**config.mk**
```make
export PLATFORM = sky130hd
export DESIGN_NAME = fulltext_query_tokenizer_unit
export DESIGN_NICKNAME = d
export VERILOG_FILES = /design/src/fqt_pkg.sv /design/src/fqt_front.sv /design/src/fqt_queue.sv /design/src/fqt_back.sv /design/src/fulltext_query_tokenizer_unit.sv
export SDC_FILE = /design/constraint.sdc
export NUM_CORES = 1
export LEC_CHECK = 0
export BUFFER_PORTS_ARGS = -buffer_cell sky130_fd_sc_hd__buf_2
export CORE_UTILIZATION = 30
export CTS_CLUSTER_SIZE = 10
export DETAILED_ROUTE_END_ITERATION = 6
export GPL_ROUTABILITY_DRIVEN = 1
export PLACE_DENSITY = 0.43
export RECOVER_POWER = 100
export SYNTH_ARGS = -nofsm -noshare
export SYNTH_HDL_FRONTEND = slang
export SYNTH_SLANG_ARGS = --single-unit
```
**constraint.sdc**
```tcl
create_clock -name clk_i -period 9.5 [get_ports clk_i]
set_input_delay 0.95 -clock clk_i [delete_from_list [all_inputs] [get_ports clk_i]]
set_output_delay 0.95 -clock clk_i [all_outputs]
set_load 0.01 [all_outputs]
```
**src/fqt_pkg.sv**
```systemverilog
// ----------------------------------------------------------------------------
// Query tokenizer package
// Shared types, constants and character helpers for the query tokenizer.
// ----------------------------------------------------------------------------
package fqt_pkg;

  localparam int unsigned MAX_WORDS_DEF       = 32;
  localparam int unsigned MAX_QUERY_BYTES_DEF = 4096;
  localparam int unsigned QUEUE_DEPTH_DEF     = 4;

  localparam int unsigned CAP_W    = 6;
  localparam int unsigned INDEX_W  = 5;
  localparam int unsigned OFFSET_W = 12;
  localparam int unsigned LENGTH_W = 13;

  localparam logic [CAP_W-1:0] CAP_RESET = 6'd32;

  localparam int unsigned PREFIX_LEN = 7;

  localparam logic [7:0] CH_NUL   = 8'h00;
  localparam logic [7:0] CH_BS    = 8'h08;
  localparam logic [7:0] CH_TAB   = 8'h09;
  localparam logic [7:0] CH_LF    = 8'h0A;
  localparam logic [7:0] CH_FF    = 8'h0C;
  localparam logic [7:0] CH_CR    = 8'h0D;
  localparam logic [7:0] CH_SPACE = 8'h20;
  localparam logic [7:0] CH_PLUS  = 8'h2B;
  localparam logic [7:0] CH_COMMA = 8'h2C;
  localparam logic [7:0] CH_MINUS = 8'h2D;
  localparam logic [7:0] CH_COLON = 8'h3A;
  localparam logic [7:0] CH_UPPER_A = 8'h41;
  localparam logic [7:0] CH_UPPER_Z = 8'h5A;
  localparam logic [7:0] CH_PIPE  = 8'h7C;
  localparam logic [7:0] CASE_OFFSET = 8'h20;

  typedef enum logic [1:0] {
    SCAN_BETWEEN = 2'd0,
    SCAN_IN_WORD = 2'd1,
    SCAN_IGNORE  = 2'd2
  } scan_e;

  typedef enum logic [1:0] {
    OP_AND     = 2'd0,
    OP_OR      = 2'd1,
    OP_EXCLUDE = 2'd2
  } op_e;

  typedef enum logic [1:0] {
    ST_OK        = 2'd0,
    ST_BAD_PARAM = 2'd1,
    ST_OVER_CAP  = 2'd2
  } status_e;

  typedef enum logic {
    KIND_WORD   = 1'b0,
    KIND_STATUS = 1'b1
  } kind_e;

  typedef struct packed {
    logic       char_valid;
    logic [7:0] query_char;
    logic       query_end;
  } in_word_t;

  typedef struct packed {
    logic                result_kind;
    logic [1:0]          status;
    logic [INDEX_W-1:0]  word_index;
    logic [OFFSET_W-1:0] word_offset;
    logic [LENGTH_W-1:0] word_length;
    logic [1:0]          operation;
    logic                match_mode;
    logic                last;
  } out_word_t;

  typedef struct packed {
    logic                has_word;
    logic [INDEX_W-1:0]  word_index;
    logic [OFFSET_W-1:0] word_offset;
    logic [LENGTH_W-1:0] word_length;
    logic [1:0]          operation;
    logic                match_mode;
    logic                has_status;
    logic [1:0]          status;
  } q_entry_t;

  function automatic logic is_separator(logic [7:0] c);
    return c inside {CH_SPACE, CH_TAB, CH_CR, CH_LF, CH_FF, CH_BS, CH_COMMA};
  endfunction

  function automatic logic [7:0] to_lower(logic [7:0] c);
    return (c inside {[CH_UPPER_A:CH_UPPER_Z]}) ? c + CASE_OFFSET : c;
  endfunction

  function automatic logic [7:0] prefix_char(logic [2:0] k);
    logic [7:0] ch;
    case (k)
      3'd0:    ch = 8'h70;
      3'd1:    ch = 8'h72;
      3'd2:    ch = 8'h65;
      3'd3:    ch = 8'h66;
      3'd4:    ch = 8'h69;
      3'd5:    ch = 8'h78;
      3'd6:    ch = CH_COLON;
      default: ch = CH_NUL;
    endcase
    return ch;
  endfunction

endpackage

```
**src/fqt_front.sv**
```systemverilog
// ----------------------------------------------------------------------------
// Query tokenizer front end
// Scans one byte per cycle unless the queue is full, tracks word and command
// state, and queues the word descriptor and status that each byte causes.
// ----------------------------------------------------------------------------
module fqt_front #(
  parameter int unsigned MAX_WORDS       = fqt_pkg::MAX_WORDS_DEF,
  parameter int unsigned MAX_QUERY_BYTES = fqt_pkg::MAX_QUERY_BYTES_DEF
) (
  input  logic                      clk_i,
  input  logic                      rst_ni,
  input  logic                      in_valid_i,
  input  fqt_pkg::in_word_t         in_word_i,
  input  logic                      cfg_we_i,
  input  logic [fqt_pkg::CAP_W-1:0] cfg_data_i,
  input  logic                      q_full_i,
  output logic                      q_push_o,
  output fqt_pkg::q_entry_t         q_entry_o
);

  localparam int unsigned POS_W = $clog2(MAX_QUERY_BYTES + 1);
  localparam int unsigned WF_W  = $clog2(MAX_WORDS + 1);
  localparam int unsigned CMP_W = (WF_W > fqt_pkg::CAP_W) ? WF_W : fqt_pkg::CAP_W;

  fqt_pkg::scan_e            mode_q, mode_d;
  logic [POS_W-1:0]          pos_q, pos_d;
  logic [POS_W-1:0]          wb_q, wb_d;
  logic [POS_W-1:0]          ca_q, ca_d;
  logic                      cs_q, cs_d;
  logic                      pm_q, pm_d;
  fqt_pkg::op_e              op_q, op_d;
  logic [WF_W-1:0]           wf_q, wf_d;
  logic                      held_q, held_d;
  fqt_pkg::status_e          hst_q, hst_d;
  logic [fqt_pkg::CAP_W-1:0] cap_q;

  logic accept;

  assign accept = in_valid_i && !q_full_i;

  always_comb begin
    logic             close_req;
    logic [POS_W-1:0] close_end;
    logic [POS_W-1:0] k;
    logic [POS_W-1:0] start;
    logic [POS_W-1:0] len;
    logic [7:0]       c;
    logic [7:0]       lc;
    logic             bad;
    logic             over;
    logic             mm;

    mode_d    = mode_q;
    pos_d     = pos_q;
    wb_d      = wb_q;
    ca_d      = ca_q;
    cs_d      = cs_q;
    pm_d      = pm_q;
    op_d      = op_q;
    wf_d      = wf_q;
    held_d    = held_q;
    hst_d     = hst_q;
    close_req = 1'b0;
    close_end = pos_q;
    q_entry_o = '0;
    c         = in_word_i.query_char;
    lc        = fqt_pkg::to_lower(c);
    k         = pos_q - wb_q;
    start     = '0;
    len       = '0;
    bad       = 1'b0;
    over      = 1'b0;
    mm        = 1'b0;

    if (accept) begin
      if (in_word_i.char_valid && mode_q != fqt_pkg::SCAN_IGNORE) begin
        if (c == fqt_pkg::CH_NUL || pos_q >= POS_W'(MAX_QUERY_BYTES)) begin
          if (mode_q == fqt_pkg::SCAN_IN_WORD) begin
            close_req = 1'b1;
          end
          mode_d = fqt_pkg::SCAN_IGNORE;
        end else begin
          if (fqt_pkg::is_separator(c)) begin
            if (mode_q == fqt_pkg::SCAN_IN_WORD) begin
              close_req = 1'b1;
              mode_d    = fqt_pkg::SCAN_BETWEEN;
            end
          end else if (mode_q == fqt_pkg::SCAN_BETWEEN) begin
            mode_d = fqt_pkg::SCAN_IN_WORD;
            case (c)
              fqt_pkg::CH_PLUS:  op_d = fqt_pkg::OP_AND;
              fqt_pkg::CH_MINUS: op_d = fqt_pkg::OP_EXCLUDE;
              fqt_pkg::CH_PIPE:  op_d = fqt_pkg::OP_OR;
              default:           op_d = fqt_pkg::OP_AND;
            endcase
            if (c inside {fqt_pkg::CH_PLUS, fqt_pkg::CH_MINUS, fqt_pkg::CH_PIPE}) begin
              wb_d = pos_q + 1'b1;
              cs_d = 1'b0;
              ca_d = '0;
              pm_d = 1'b1;
            end else begin
              wb_d = pos_q;
              pm_d = (lc == fqt_pkg::prefix_char(3'd0));
              cs_d = (c == fqt_pkg::CH_COLON);
              ca_d = (c == fqt_pkg::CH_COLON) ? pos_q + 1'b1 : '0;
            end
          end else begin
            if (k < POS_W'(fqt_pkg::PREFIX_LEN) && pm_q &&
                lc != fqt_pkg::prefix_char(k[2:0])) begin
              pm_d = 1'b0;
            end
            if (c == fqt_pkg::CH_COLON && !cs_q) begin
              cs_d = 1'b1;
              ca_d = pos_q + 1'b1;
            end
          end
          pos_d = pos_q + 1'b1;
        end
      end

      if (in_word_i.query_end && mode_d == fqt_pkg::SCAN_IN_WORD) begin
        close_req = 1'b1;
        close_end = pos_d;
      end

      if (close_req) begin
        bad   = (close_end == wb_d) || (cs_d && ca_d == close_end);
        over  = CMP_W'(wf_q) >= CMP_W'(cap_q);
        start = cs_d ? ca_d : wb_d;
        len   = close_end - start;
        mm    = cs_d && pm_d && (ca_d - wb_d == POS_W'(fqt_pkg::PREFIX_LEN));
        if (bad) begin
          held_d = 1'b1;
          hst_d  = fqt_pkg::ST_BAD_PARAM;
          mode_d = fqt_pkg::SCAN_IGNORE;
        end else if (over) begin
          held_d = 1'b1;
          hst_d  = fqt_pkg::ST_OVER_CAP;
          mode_d = fqt_pkg::SCAN_IGNORE;
        end else begin
          q_entry_o.has_word    = 1'b1;
          q_entry_o.word_index  = fqt_pkg::INDEX_W'(wf_q);
          q_entry_o.word_offset = fqt_pkg::OFFSET_W'(start);
          q_entry_o.word_length = fqt_pkg::LENGTH_W'(len);
          q_entry_o.operation   = op_d;
          q_entry_o.match_mode  = mm;
          wf_d = wf_q + 1'b1;
          if (wf_d >= WF_W'(MAX_WORDS)) begin
            held_d = 1'b1;
            hst_d  = fqt_pkg::ST_OK;
            mode_d = fqt_pkg::SCAN_IGNORE;
          end
        end
      end

      if (in_word_i.query_end) begin
        q_entry_o.has_status = 1'b1;
        if (held_d) begin
          q_entry_o.status = hst_d;
        end else if (wf_d == '0) begin
          q_entry_o.status = fqt_pkg::ST_BAD_PARAM;
        end else begin
          q_entry_o.status = fqt_pkg::ST_OK;
        end
        mode_d = fqt_pkg::SCAN_BETWEEN;
        pos_d  = '0;
        wb_d   = '0;
        ca_d   = '0;
        cs_d   = 1'b0;
        pm_d   = 1'b1;
        op_d   = fqt_pkg::OP_AND;
        wf_d   = '0;
        held_d = 1'b0;
        hst_d  = fqt_pkg::ST_OK;
      end
    end
  end

  assign q_push_o = accept && (q_entry_o.has_word || q_entry_o.has_status);

  always_ff @(posedge clk_i or negedge rst_ni) begin
    if (!rst_ni) begin
      mode_q <= fqt_pkg::SCAN_BETWEEN;
      pos_q  <= '0;
      wb_q   <= '0;
      ca_q   <= '0;
      cs_q   <= 1'b0;
      pm_q   <= 1'b1;
      op_q   <= fqt_pkg::OP_AND;
      wf_q   <= '0;
      held_q <= 1'b0;
      hst_q  <= fqt_pkg::ST_OK;
      cap_q  <= fqt_pkg::CAP_RESET;
    end else begin
      mode_q <= mode_d;
      pos_q  <= pos_d;
      wb_q   <= wb_d;
      ca_q   <= ca_d;
      cs_q   <= cs_d;
      pm_q   <= pm_d;
      op_q   <= op_d;
      wf_q   <= wf_d;
      held_q <= held_d;
      hst_q  <= hst_d;
      if (cfg_we_i) begin
        cap_q <= cfg_data_i;
      end
    end
  end

endmodule

```
**src/fqt_queue.sv**
```systemverilog
// ----------------------------------------------------------------------------
// Query tokenizer result queue
// Short first-in first-out queue between the scanner and the result formatter.
// ----------------------------------------------------------------------------
module fqt_queue #(
  parameter int unsigned DEPTH = fqt_pkg::QUEUE_DEPTH_DEF
) (
  input  logic              clk_i,
  input  logic              rst_ni,
  input  logic              push_i,
  input  fqt_pkg::q_entry_t push_entry_i,
  output logic              full_o,
  input  logic              pop_i,
  output logic              valid_o,
  output fqt_pkg::q_entry_t head_o
);

  localparam int unsigned PTR_W = (DEPTH > 1) ? $clog2(DEPTH) : 1;
  localparam int unsigned CNT_W = $clog2(DEPTH + 1);

  fqt_pkg::q_entry_t mem_q [DEPTH];
  logic [PTR_W-1:0]  wr_ptr_q, wr_ptr_d;
  logic [PTR_W-1:0]  rd_ptr_q, rd_ptr_d;
  logic [CNT_W-1:0]  count_q, count_d;

  assign full_o  = (count_q == CNT_W'(DEPTH));
  assign valid_o = (count_q != '0);
  assign head_o  = mem_q[rd_ptr_q];

  always_comb begin
    wr_ptr_d = wr_ptr_q;
    rd_ptr_d = rd_ptr_q;
    count_d  = count_q;
    if (push_i) begin
      wr_ptr_d = (wr_ptr_q == PTR_W'(DEPTH - 1)) ? '0 : wr_ptr_q + 1'b1;
    end
    if (pop_i) begin
      rd_ptr_d = (rd_ptr_q == PTR_W'(DEPTH - 1)) ? '0 : rd_ptr_q + 1'b1;
    end
    if (push_i && !pop_i) begin
      count_d = count_q + 1'b1;
    end else if (pop_i && !push_i) begin
      count_d = count_q - 1'b1;
    end
  end

  always_ff @(posedge clk_i) begin
    if (push_i) begin
      mem_q[wr_ptr_q] <= push_entry_i;
    end
  end

  always_ff @(posedge clk_i or negedge rst_ni) begin
    if (!rst_ni) begin
      wr_ptr_q <= '0;
      rd_ptr_q <= '0;
      count_q  <= '0;
    end else begin
      wr_ptr_q <= wr_ptr_d;
      rd_ptr_q <= rd_ptr_d;
      count_q  <= count_d;
    end
  end

endmodule

```
**src/fqt_back.sv**
```systemverilog
// ----------------------------------------------------------------------------
// Query tokenizer result formatter
// Drains queued entries to the output register, one word per unstalled cycle.
// ----------------------------------------------------------------------------
module fqt_back (
  input  logic               clk_i,
  input  logic               rst_ni,
  input  logic               q_valid_i,
  input  fqt_pkg::q_entry_t  head_i,
  output logic               pop_o,
  output logic               out_valid_o,
  input  logic               out_stall_i,
  output fqt_pkg::out_word_t out_word_o
);

  logic               out_valid_q, out_valid_d;
  fqt_pkg::out_word_t out_q, out_d;
  logic               phase_q, phase_d;
  logic               load;

  assign load = !out_valid_q || !out_stall_i;

  always_comb begin
    out_valid_d = out_valid_q && out_stall_i;
    out_d       = out_q;
    phase_d     = phase_q;
    pop_o       = 1'b0;
    if (load && q_valid_i) begin
      out_valid_d = 1'b1;
      out_d       = '0;
      if (head_i.has_word && !phase_q) begin
        out_d.result_kind = fqt_pkg::KIND_WORD;
        out_d.status      = fqt_pkg::ST_OK;
        out_d.word_index  = head_i.word_index;
        out_d.word_offset = head_i.word_offset;
        out_d.word_length = head_i.word_length;
        out_d.operation   = head_i.operation;
        out_d.match_mode  = head_i.match_mode;
        out_d.last        = 1'b0;
        if (head_i.has_status) begin
          phase_d = 1'b1;
        end else begin
          pop_o = 1'b1;
        end
      end else begin
        out_d.result_kind = fqt_pkg::KIND_STATUS;
        out_d.status      = head_i.status;
        out_d.last        = 1'b1;
        phase_d           = 1'b0;
        pop_o             = 1'b1;
      end
    end
  end

  always_ff @(posedge clk_i) begin
    out_q <= out_d;
  end

  always_ff @(posedge clk_i or negedge rst_ni) begin
    if (!rst_ni) begin
      out_valid_q <= 1'b0;
      phase_q     <= 1'b0;
    end else begin
      out_valid_q <= out_valid_d;
      phase_q     <= phase_d;
    end
  end

  assign out_valid_o = out_valid_q;
  assign out_word_o  = out_q;

endmodule

```
**src/fulltext_query_tokenizer_unit.sv**
```systemverilog
// ----------------------------------------------------------------------------
// Full-text query tokenizer
// Splits a search query, one byte per word on the input channel, into word
// descriptors and a closing status word.
//
// Input channel: in_valid_i / in_stall_o carry in_word_i (char_valid,
// query_char, query_end). Output channel: out_valid_o / out_stall_i carry
// out_word_o. A word moves at a clock edge with valid high and stall low.
// cfg_we_i writes cfg_data_i into the word capacity register; write it only
// between queries.
// Throughput: one input word per cycle while in_stall_o is low. An input word
// yields zero, one or two output words; the output register drains one per
// cycle while out_stall_i is low, so a byte that closes a word and ends the
// query yields a descriptor and then a status word. Results pass through a
// four-entry queue between the scanner and the output register. The queue
// absorbs output stalls; in_stall_o rises only while that queue is full.
// Reset clears the query state, empties the queue and sets the capacity
// to 32. The status word ends a query and returns the scanner to its
// initial state.
// ----------------------------------------------------------------------------
module fulltext_query_tokenizer_unit #(
  parameter int unsigned MAX_WORDS       = fqt_pkg::MAX_WORDS_DEF,
  parameter int unsigned MAX_QUERY_BYTES = fqt_pkg::MAX_QUERY_BYTES_DEF,
  parameter int unsigned QUEUE_DEPTH     = fqt_pkg::QUEUE_DEPTH_DEF
) (
  input  logic                      clk_i,
  input  logic                      rst_ni,
  input  logic                      in_valid_i,
  output logic                      in_stall_o,
  input  fqt_pkg::in_word_t         in_word_i,
  output logic                      out_valid_o,
  input  logic                      out_stall_i,
  output fqt_pkg::out_word_t        out_word_o,
  input  logic                      cfg_we_i,
  input  logic [fqt_pkg::CAP_W-1:0] cfg_data_i
);

  logic              q_full;
  logic              q_push;
  logic              q_pop;
  logic              q_valid;
  fqt_pkg::q_entry_t q_push_entry;
  fqt_pkg::q_entry_t q_head;

  assign in_stall_o = q_full;

  fqt_front #(
    .MAX_WORDS       (MAX_WORDS),
    .MAX_QUERY_BYTES (MAX_QUERY_BYTES)
  ) u_front (
    .clk_i      (clk_i),
    .rst_ni     (rst_ni),
    .in_valid_i (in_valid_i),
    .in_word_i  (in_word_i),
    .cfg_we_i   (cfg_we_i),
    .cfg_data_i (cfg_data_i),
    .q_full_i   (q_full),
    .q_push_o   (q_push),
    .q_entry_o  (q_push_entry)
  );

  fqt_queue #(
    .DEPTH (QUEUE_DEPTH)
  ) u_queue (
    .clk_i        (clk_i),
    .rst_ni       (rst_ni),
    .push_i       (q_push),
    .push_entry_i (q_push_entry),
    .full_o       (q_full),
    .pop_i        (q_pop),
    .valid_o      (q_valid),
    .head_o       (q_head)
  );

  fqt_back u_back (
    .clk_i       (clk_i),
    .rst_ni      (rst_ni),
    .q_valid_i   (q_valid),
    .head_i      (q_head),
    .pop_o       (q_pop),
    .out_valid_o (out_valid_o),
    .out_stall_i (out_stall_i),
    .out_word_o  (out_word_o)
  );

endmodule

```
==> results of run 1 <==
[metal layers]
layer	track usage, %	wire, microns	vias to the layer above
met5	0	0	-
li1	-	-	4679
met2	25.06	17530	229
met4	2.978	537	0
met1	22.66	18790	4858
met3	2.151	1536	45
[layout by cell type (no fill, tap or decap), types with 14 or more instances in the layout]
master / instances
clkbuf_1: 60
nor2b_1: 42
nor2_1: 111
a21o_1: 15
ha_1: 51
xor2_1: 24
mux4_2: 37
a21oi_1: 63
nand2_1: 92
o22ai_1: 23
xnor2_1: 62
inv_1: 72
clkbuf_16: 31
o21ai_0: 73
edfxtp_1: 184
buf_2: 17
nand3_1: 14
nor3_1: 20
dfrtp_1: 66
[how the worst max path moves through the flow]
stage	start	to	cells after the start
2_1_floorplan	in_word_i[6]	u_queue.mem_q[0][3]	21
3_3_place_gp	in_word_i[2]	u_queue.mem_q[3][3]	20
3_5_place_dp	in_word_i[2]	u_queue.mem_q[3][3]	20
4_1_cts	u_front.pos_q[12]	u_queue.mem_q[0][3]	21
5_1_grt	in_word_i[2]	u_queue.mem_q[3][22]	13
6_report	in_word_i[2]	u_queue.mem_q[3][22]	13
[power groups by stage]
stage	sequential (mW)	combinational [mW]	clock (mW)
floorplan	1.65	1.62	0
global placement	1.72	2.16	0
detailed placement	1.72	2.15	0
CTS	1.70	2.16	1.16
global route	1.74	2.32	1.20
finish	1.70	2.09	1.13
[cells by family after synthesis]
kind of cell	share of synthesized area, %
fa+ha+maj	4.996
buf+inv	4.430
xor+xnor	5.919
simple gates	13.31
flops	50.47
mux	7.573
compound gates	13.31
[final cells by class]
| type | instances | area, sq um | area share (%) |
|---|---|---|---|
| sequential | 253 | 7256 | 45.35 |
| multi-input combinational | 860 | 6441 | 40.26 |
| clock buffer | 43 | 820.8 | 5.130 |
| tap | 607 | 759.5 | 4.747 |
| timing repair buffer | 73 | 325.3 | 2.033 |
| inverter | 72 | 270.3 | 1.689 |
| clock inverter | 8 | 126.4 | 0.7899 |
[worst min-delay path, cell delays in order (launching register included)]
cell and delay [ns]:
dfrtp_1 0.33, nand2_1 0.04, o21ai_0 0.06
[through the flow]
step | worst slack [ns] | instances | instance area (sq um) | hold WS [ns] | utilization [%]
global placement | 3.305 | 1865 | 15190 | 0.4570 | 32.36
global route | 1.831 | 1916 | 16000 | 0.5272 | 34.08
detailed placement | 3.373 | 1865 | 15190 | 0.4671 | 32.36
CTS | 3.941 | 1916 | 16140 | 0.3078 | 34.37
floorplan | 4.369 | 1260 | 14380 | 0.4422 | -
finish | 2.327 | 1916 | 16000 | 0.4759 | 34.08
[registers in the layout, indices dropped and copies added (netlist names), 3 cells and up]
name and flops:
u_queue.mem_q 148, u_front.ca_q 13, u_queue.count_q 3, u_front.wb_q 13
u_back.out_word_o 36, u_front.pos_q 13, u_front.cap_q 6, u_front.wf_q 6
==> results.md, run 1 <==
* Outcome: finished, violations left
* Failing checks: DRC, capacitance limit, slew limit
* Fillers at 4698
* Most common cell in the synthesized netlist: edfxtp_1
* Crit-path slowest cell: and2_2
* Yosys top cell area share at 38.44%
* Worst hold stages at 2
* Internal at 3.049 mW
* Syn avg cell area at 11.41 sq um
* Cells after synthesis at 1260
* Post-route antenna net violation count at 0
* Final worst path period need at 7.173 ns
* Layout area overhead at 11.30%
* Ys flop type: edfxtp_1
* Core Region at 46950 sq um
* Worst Hold Launch: u_front.hst_q[0]
* Post-CTS sizing at 0
* Iter 0 DRT Violations at 666
* Fin. Hold Viols at 0
* Clk network pwr share at 22.9%
* Setup Viol. Count Final at 0
* Total power at 4.918 mW
* Setup tns final at 0 ns
* Num CTS Buffers at 31
* Vias per cell at 5.121
* Max-cap violations at 6
* Initial Util at 30.62%
* CP arrival at 7.36 ns
* Number of synthesized flops with an enable pin at 184
* Cell Chain, Critical Path: clkbuf_1, nor4_1, a221oi_2, clkbuf_1, nand3_1, o2bb2ai_1, xnor2_1, nor4b_1, nand4_1, and4_1, nand2_1, nand2_1, and2_2
* Slew headroom at -64.56%
* Crit path launch type: primary input
* Final period util at 75.51%
* Drt drc at 5
* Post-CTS Setup Bufs at 0
* Worst hold endpoint: u_front.hst_q[0]
* Distinct cell type count after synthesis at 95
* Post-DP HPWL at 26660 microns
* CTS tree: done
* Reg2reg start: u_front.mode_q[0]
* Sequential share of the synthesized area at 50.47%
* GRT Overall Usage at 15.67%
* Fmax at 139.4 MHz
* Clock slew seen by the registers of the worst setup and hold paths at 0.05 ns
* Routed vias at 9811
* WS Path Type: primary input to flop
* P_leak at 5.849 nW
* Die H at 220.9 microns
* Maximum VDD drop at 0.1216 mV
* Die X-Extent at 220.9 microns
* Routed Wire Length at 38390 microns
* # port buffers at 59
* Mapped Nets at 1336
* GP Congestion at 0.8418
* Top cell type by total area after synthesis: edfxtp_1
* Hold Crit Class: flop to flop
* Synthesized flop and latch total at 253
* CP peak stage delay at 0.92 ns
* CP Max Fanout at 37
* Vias in the first global route at 9615
* Clk root buf: clkbuf_16
* Share of cells above drive strength 1 at 11.23%
* Worst-Skew Late Latency at 0.57 ns
* H-tree levels at 1
* Commonest cells post-synth: 184 x edfxtp_1, 111 x nor2_1, 90 x nand2_1
* Initial antenna violation count at 0
* Die area at 48800 sq um
* Gate power share at 42.4%
* Routed WL per cell at 20.04 microns
* Worst r2r path cells at 12
* CTS sink cnt at 253
* Worst-case clock buffer depth at 3
* Reg power frac at 34.6%
* Reg-to-Reg End: u_queue.mem_q[3][22]
* First drt pass iteration count at 7
* CP bufs+invs at 2
* Nets at 1367
* Row count at 79
* RSZ-0062 raised after global routing: no
* Ys Warns at 0
* Tightest Pin Transition at 2.468 ns
* Hold Buf Count CTS at 0
* Nature of the critical path endpoint: flop
* Io pins at 60
* Switch Pwr at 1.869 mW
* Global-route wire length before repair at 59570 microns
* CP top delay family: simple AND/OR/NAND/NOR gates
* Ranking of synthesized cells by area: edfxtp_1 38%, dfrtp_1 12%, mux4_2 5.8%
* Post-synthesis cell area at 14380 sq um
* Pwr/cell area at 307.4 nW/um^2
* R2r setup slk at 2.83 ns
* Clock skew at 0.01046 ns
* Antenna Cells at 0
* Largest net degree at the start of global routing at 42
* Slew Limit Fails at 213
* Required time of the critical path at 9.68 ns
* Global route overflow at 0
* Synth async-reset ratio at 27.27%
* Switching Fraction at 38.01%
(Power assumes the default switching activity.)
==> run 2: changes to the inputs <==
- ABC_AREA: unset -> 1
- clock period: 9.5 -> 7.4 ns (I/O delays scaled with it)
==> results.md, run 2 <==
* Outcome: finished, violations left
* Failing checks: capacitance limit, slew limit
* P_leak at 6.732 nW (+15%)
* Largest register by flop count: u_queue.mem_q
* Slew Limit Fails at 192 (-9.9%)
* Io pins at 60 (unchanged)
* Vias in the first global route at 11.35k (+18%)
* Initial Util at 30.29% (-0.32 points)
* Post-Route Utilization at 33.76% (-0.32 points)
* Hold Crit Class: primary input to flop
* Post-Synth Simple-Gate Area at 24.43% (+11 points)
* Routed vias at 11.47k (+17%)
* RSZ-0062 raised after global routing: no
* Die area at 48990 sq um (+0.40%)
* Sequential share of the synthesized area at 50.26% (-0.21 points)
* Post-route antenna net violation count at 0 (unchanged)
* GRT Overall Usage at 17.25% (+1.6 points)
* Routed WL per cell at 17.80 microns (-11%)
* Share of cells above drive strength 1 at 8.713% (-2.5 points)
* Crit path launch type: flop
* Most frequent cells in the layout: 377 x nand2_1, 234 x nor2_1, 184 x edfxtp_1
* Nets at 1813 (+33%)
* Fmax at 166.9 MHz
* Drt drc at 0 (-5)
* Tightest Pin Transition at 4.204 ns (+1.735 ns)
* CP Max Fanout at 33 (-11%)
* Fin. Hold Viols at 0 (unchanged)
* Commonest cells post-synth: 375 x nand2_1, 237 x nor2_1, 184 x edfxtp_1
* Final worst path period need at 5.991 ns
* Yosys top cell area share at 38.28% (-0.16 points)
* Syn avg cell area at 8.506 sq um (-25%)
* Adder-cell share of the synthesized area at 4.976% (-0.020 points)
* Die X-Extent at 221.3 microns (+0.20%)
* Pwr/cell area at 441.1 nW/um^2 (+43%)
* Synthesized flop and latch total at 253 (unchanged)
* Worst-case clock buffer depth at 3 (unchanged)
* Worst-Skew Late Latency at 0.57 ns (about the same)
* WS Path Type: flop to flop
* Largest family of logic cells by synthesized area: simple AND/OR/NAND/NOR gates
* Vias per cell at 4.836 (-5.6%)
* Setup tns final at 0 ns (unchanged)
* Distinct cell type count after synthesis at 52 (-45%)
* Fillers at 4970 (+5.8%)
* Post-synthesis cell area at 14430 sq um (+0.41%)
* Required time of the critical path at 7.65 ns (-2.03 ns)
* Global route overflow at 0 (unchanged)
* # port buffers at 59 (unchanged)
* Compound-Gate Fraction of Synth Area at 11.38% (-1.9 points)
* Setup Viol. Count Final at 0 (unchanged)
* CP arrival at 6.24 ns (-1.12 ns)
* First drt pass iteration count at 5 (-2)
* Mux cell area share after synthesis at 0.1560% (-7.4 points)
* Initial antenna violation count at 0 (unchanged)
* GP Congestion at 0.8500 (+0.97%)
* Max-cap violations at 4 (-2)
* Top cell type by total area after synthesis: edfxtp_1
* Max FFs per register at 148 (unchanged)
* Most common cell after layout, fill and taps aside: nand2_1
* Largest net degree at the start of global routing at 70 (+67%)
* Cells after synthesis at 1697 (+35%)
* Mapped Nets at 1773 (+33%)
* Antenna Cells at 0 (unchanged)
* Ys flop type: edfxtp_1
* Final period util at 80.96%
* Number of synthesized flops with an enable pin at 184 (unchanged)
* Core Region at 47650 sq um (+1.5%)
* Clk root buf: clkbuf_16
* H-tree levels at 1 (unchanged)
* Post-CTS Setup Bufs at 0 (unchanged)
* CTS sink cnt at 253 (unchanged)
* Die H at 221.3 microns (+0.20%)
* Clock slew seen by the registers of the worst setup and hold paths at 0.05 ns (about the same)
* Routed Wire Length at 42190 microns (+9.9%)
* Synth async-reset ratio at 27.27% (unchanged)
* Row count at 80 (+1.3%)
* Ys Warns at 0 (unchanged)
* Global-route wire length before repair at 66610 microns (+12%)
* Most common cell in the synthesized netlist: nand2_1
* Ranking of synthesized cells by area: edfxtp_1 38%, dfrtp_1 12%, nand2_1 9.8%
* Post-DP HPWL at 29660 microns (+11%)
* CTS tree: done
* Num CTS Buffers at 31 (unchanged)
* Post-CTS sizing at 0 (unchanged)
* Iter 0 DRT Violations at 741 (+11%)
* Hold Buf Count CTS at 0 (unchanged)
* Maximum VDD drop at 0.2083 mV (+71%)
* Layout area overhead at 11.42%
* Clock skew at 0.01409 ns (+0.003630 ns)
* Post-Synth XOR/XNOR Area at 2.297% (-3.6 points)
* Nature of the critical path endpoint: flop
* Slew headroom at -180.3% (-120 points)
run 2: through the flow:
step           std cells  area (sq um)  setup WS (ns)  hold WS [ns]  power (mW)
6_report            2371         16080          1.409        0.3793       7.093
3_5_place_dp        2319         15310          1.764        0.4832       5.832
3_3_place_gp        2319         15310          1.784        0.4745       5.837
2_1_floorplan       1697         14430          2.781        0.4444       4.772
5_1_grt             2371         16080         0.9109        0.3822       7.718
4_1_cts             2371         16180          2.228        0.3492       7.212
run 2: worst paths after layout:
path                       cells past startpoint         startpoint  slack (ns)                  end
setup / recovery                              20  u_front.pos_q[12]        1.41  u_queue.mem_q[3][3]
hold / removal                                 3      cfg_data_i[5]        0.38     u_front.cap_q[5]
setup reg to reg                              20  u_front.pos_q[12]        1.41  u_queue.mem_q[3][3]
hold reg to reg                                2    u_front.op_q[0]        0.50      u_front.op_q[0]
max in group asynchronous                      1             rst_ni        3.38      u_front.ca_q[5]
min in group asynchronous                      1             rst_ni        1.65     u_front.wb_q[10]
run 2: kinds of logic after synthesis:
kind of cell,count (synthesis)
xor gates and xnor gates,37
adders and majority gates,55
muxes,2
DFF,253
buffers and inverters,230
AOI/OAI and AO/OA,308
and+or+nand+nor,812
run 2: layer usage:
metal  global-route usage, %  up-vias  part of all wire (%)
met3                   2.231       61                   3.8
met5                       0        -                     0
met1                   23.86     5424                    48
li1                        -     5780                     -
met2                   28.13      201                    45
met4                   5.053        0                   2.5
run 2: worst max-delay path, cell delays in order (launching register included):
cell	delay, ns
dfrtp_1	0.47
inv_1	0.27
nand3_1	0.97
inv_2	0.51
nand2_1	0.15
nand2_4	0.23
nand2_2	0.37
nand2_1	0.23
nand2_1	0.19
nor2_1	0.14
nor2_1	0.06
nand2_1	0.09
nor2_1	0.07
nand2_4	0.11
nand4_2	0.12
inv_1	0.12
nand2_4	0.19
nand2_4	0.18
inv_2	0.10
nor2_4	0.65
buf_4	0.38
run 2: report_power, final:
part           total (mW)  leakage [nW]  switching (mW)  internal (mW)
registers            2.15          2.66           0.191           1.96
clock network        1.34         0.421           0.579          0.762
logic                3.61          3.66            2.46           1.15
total                7.09          6.73            3.23           3.87
run 2: cell type report:
class | count | area [sq um] | area share, %
sequential | 253 | 7254 | 45.11
multi-input combinational | 1214 | 6243 | 38.82
clock buffer | 43 | 820.8 | 5.103
tap | 615 | 769.5 | 4.785
inverter | 167 | 628.1 | 3.905
timing repair buffer | 70 | 319.1 | 1.984
clock inverter | 9 | 47.55 | 0.2956
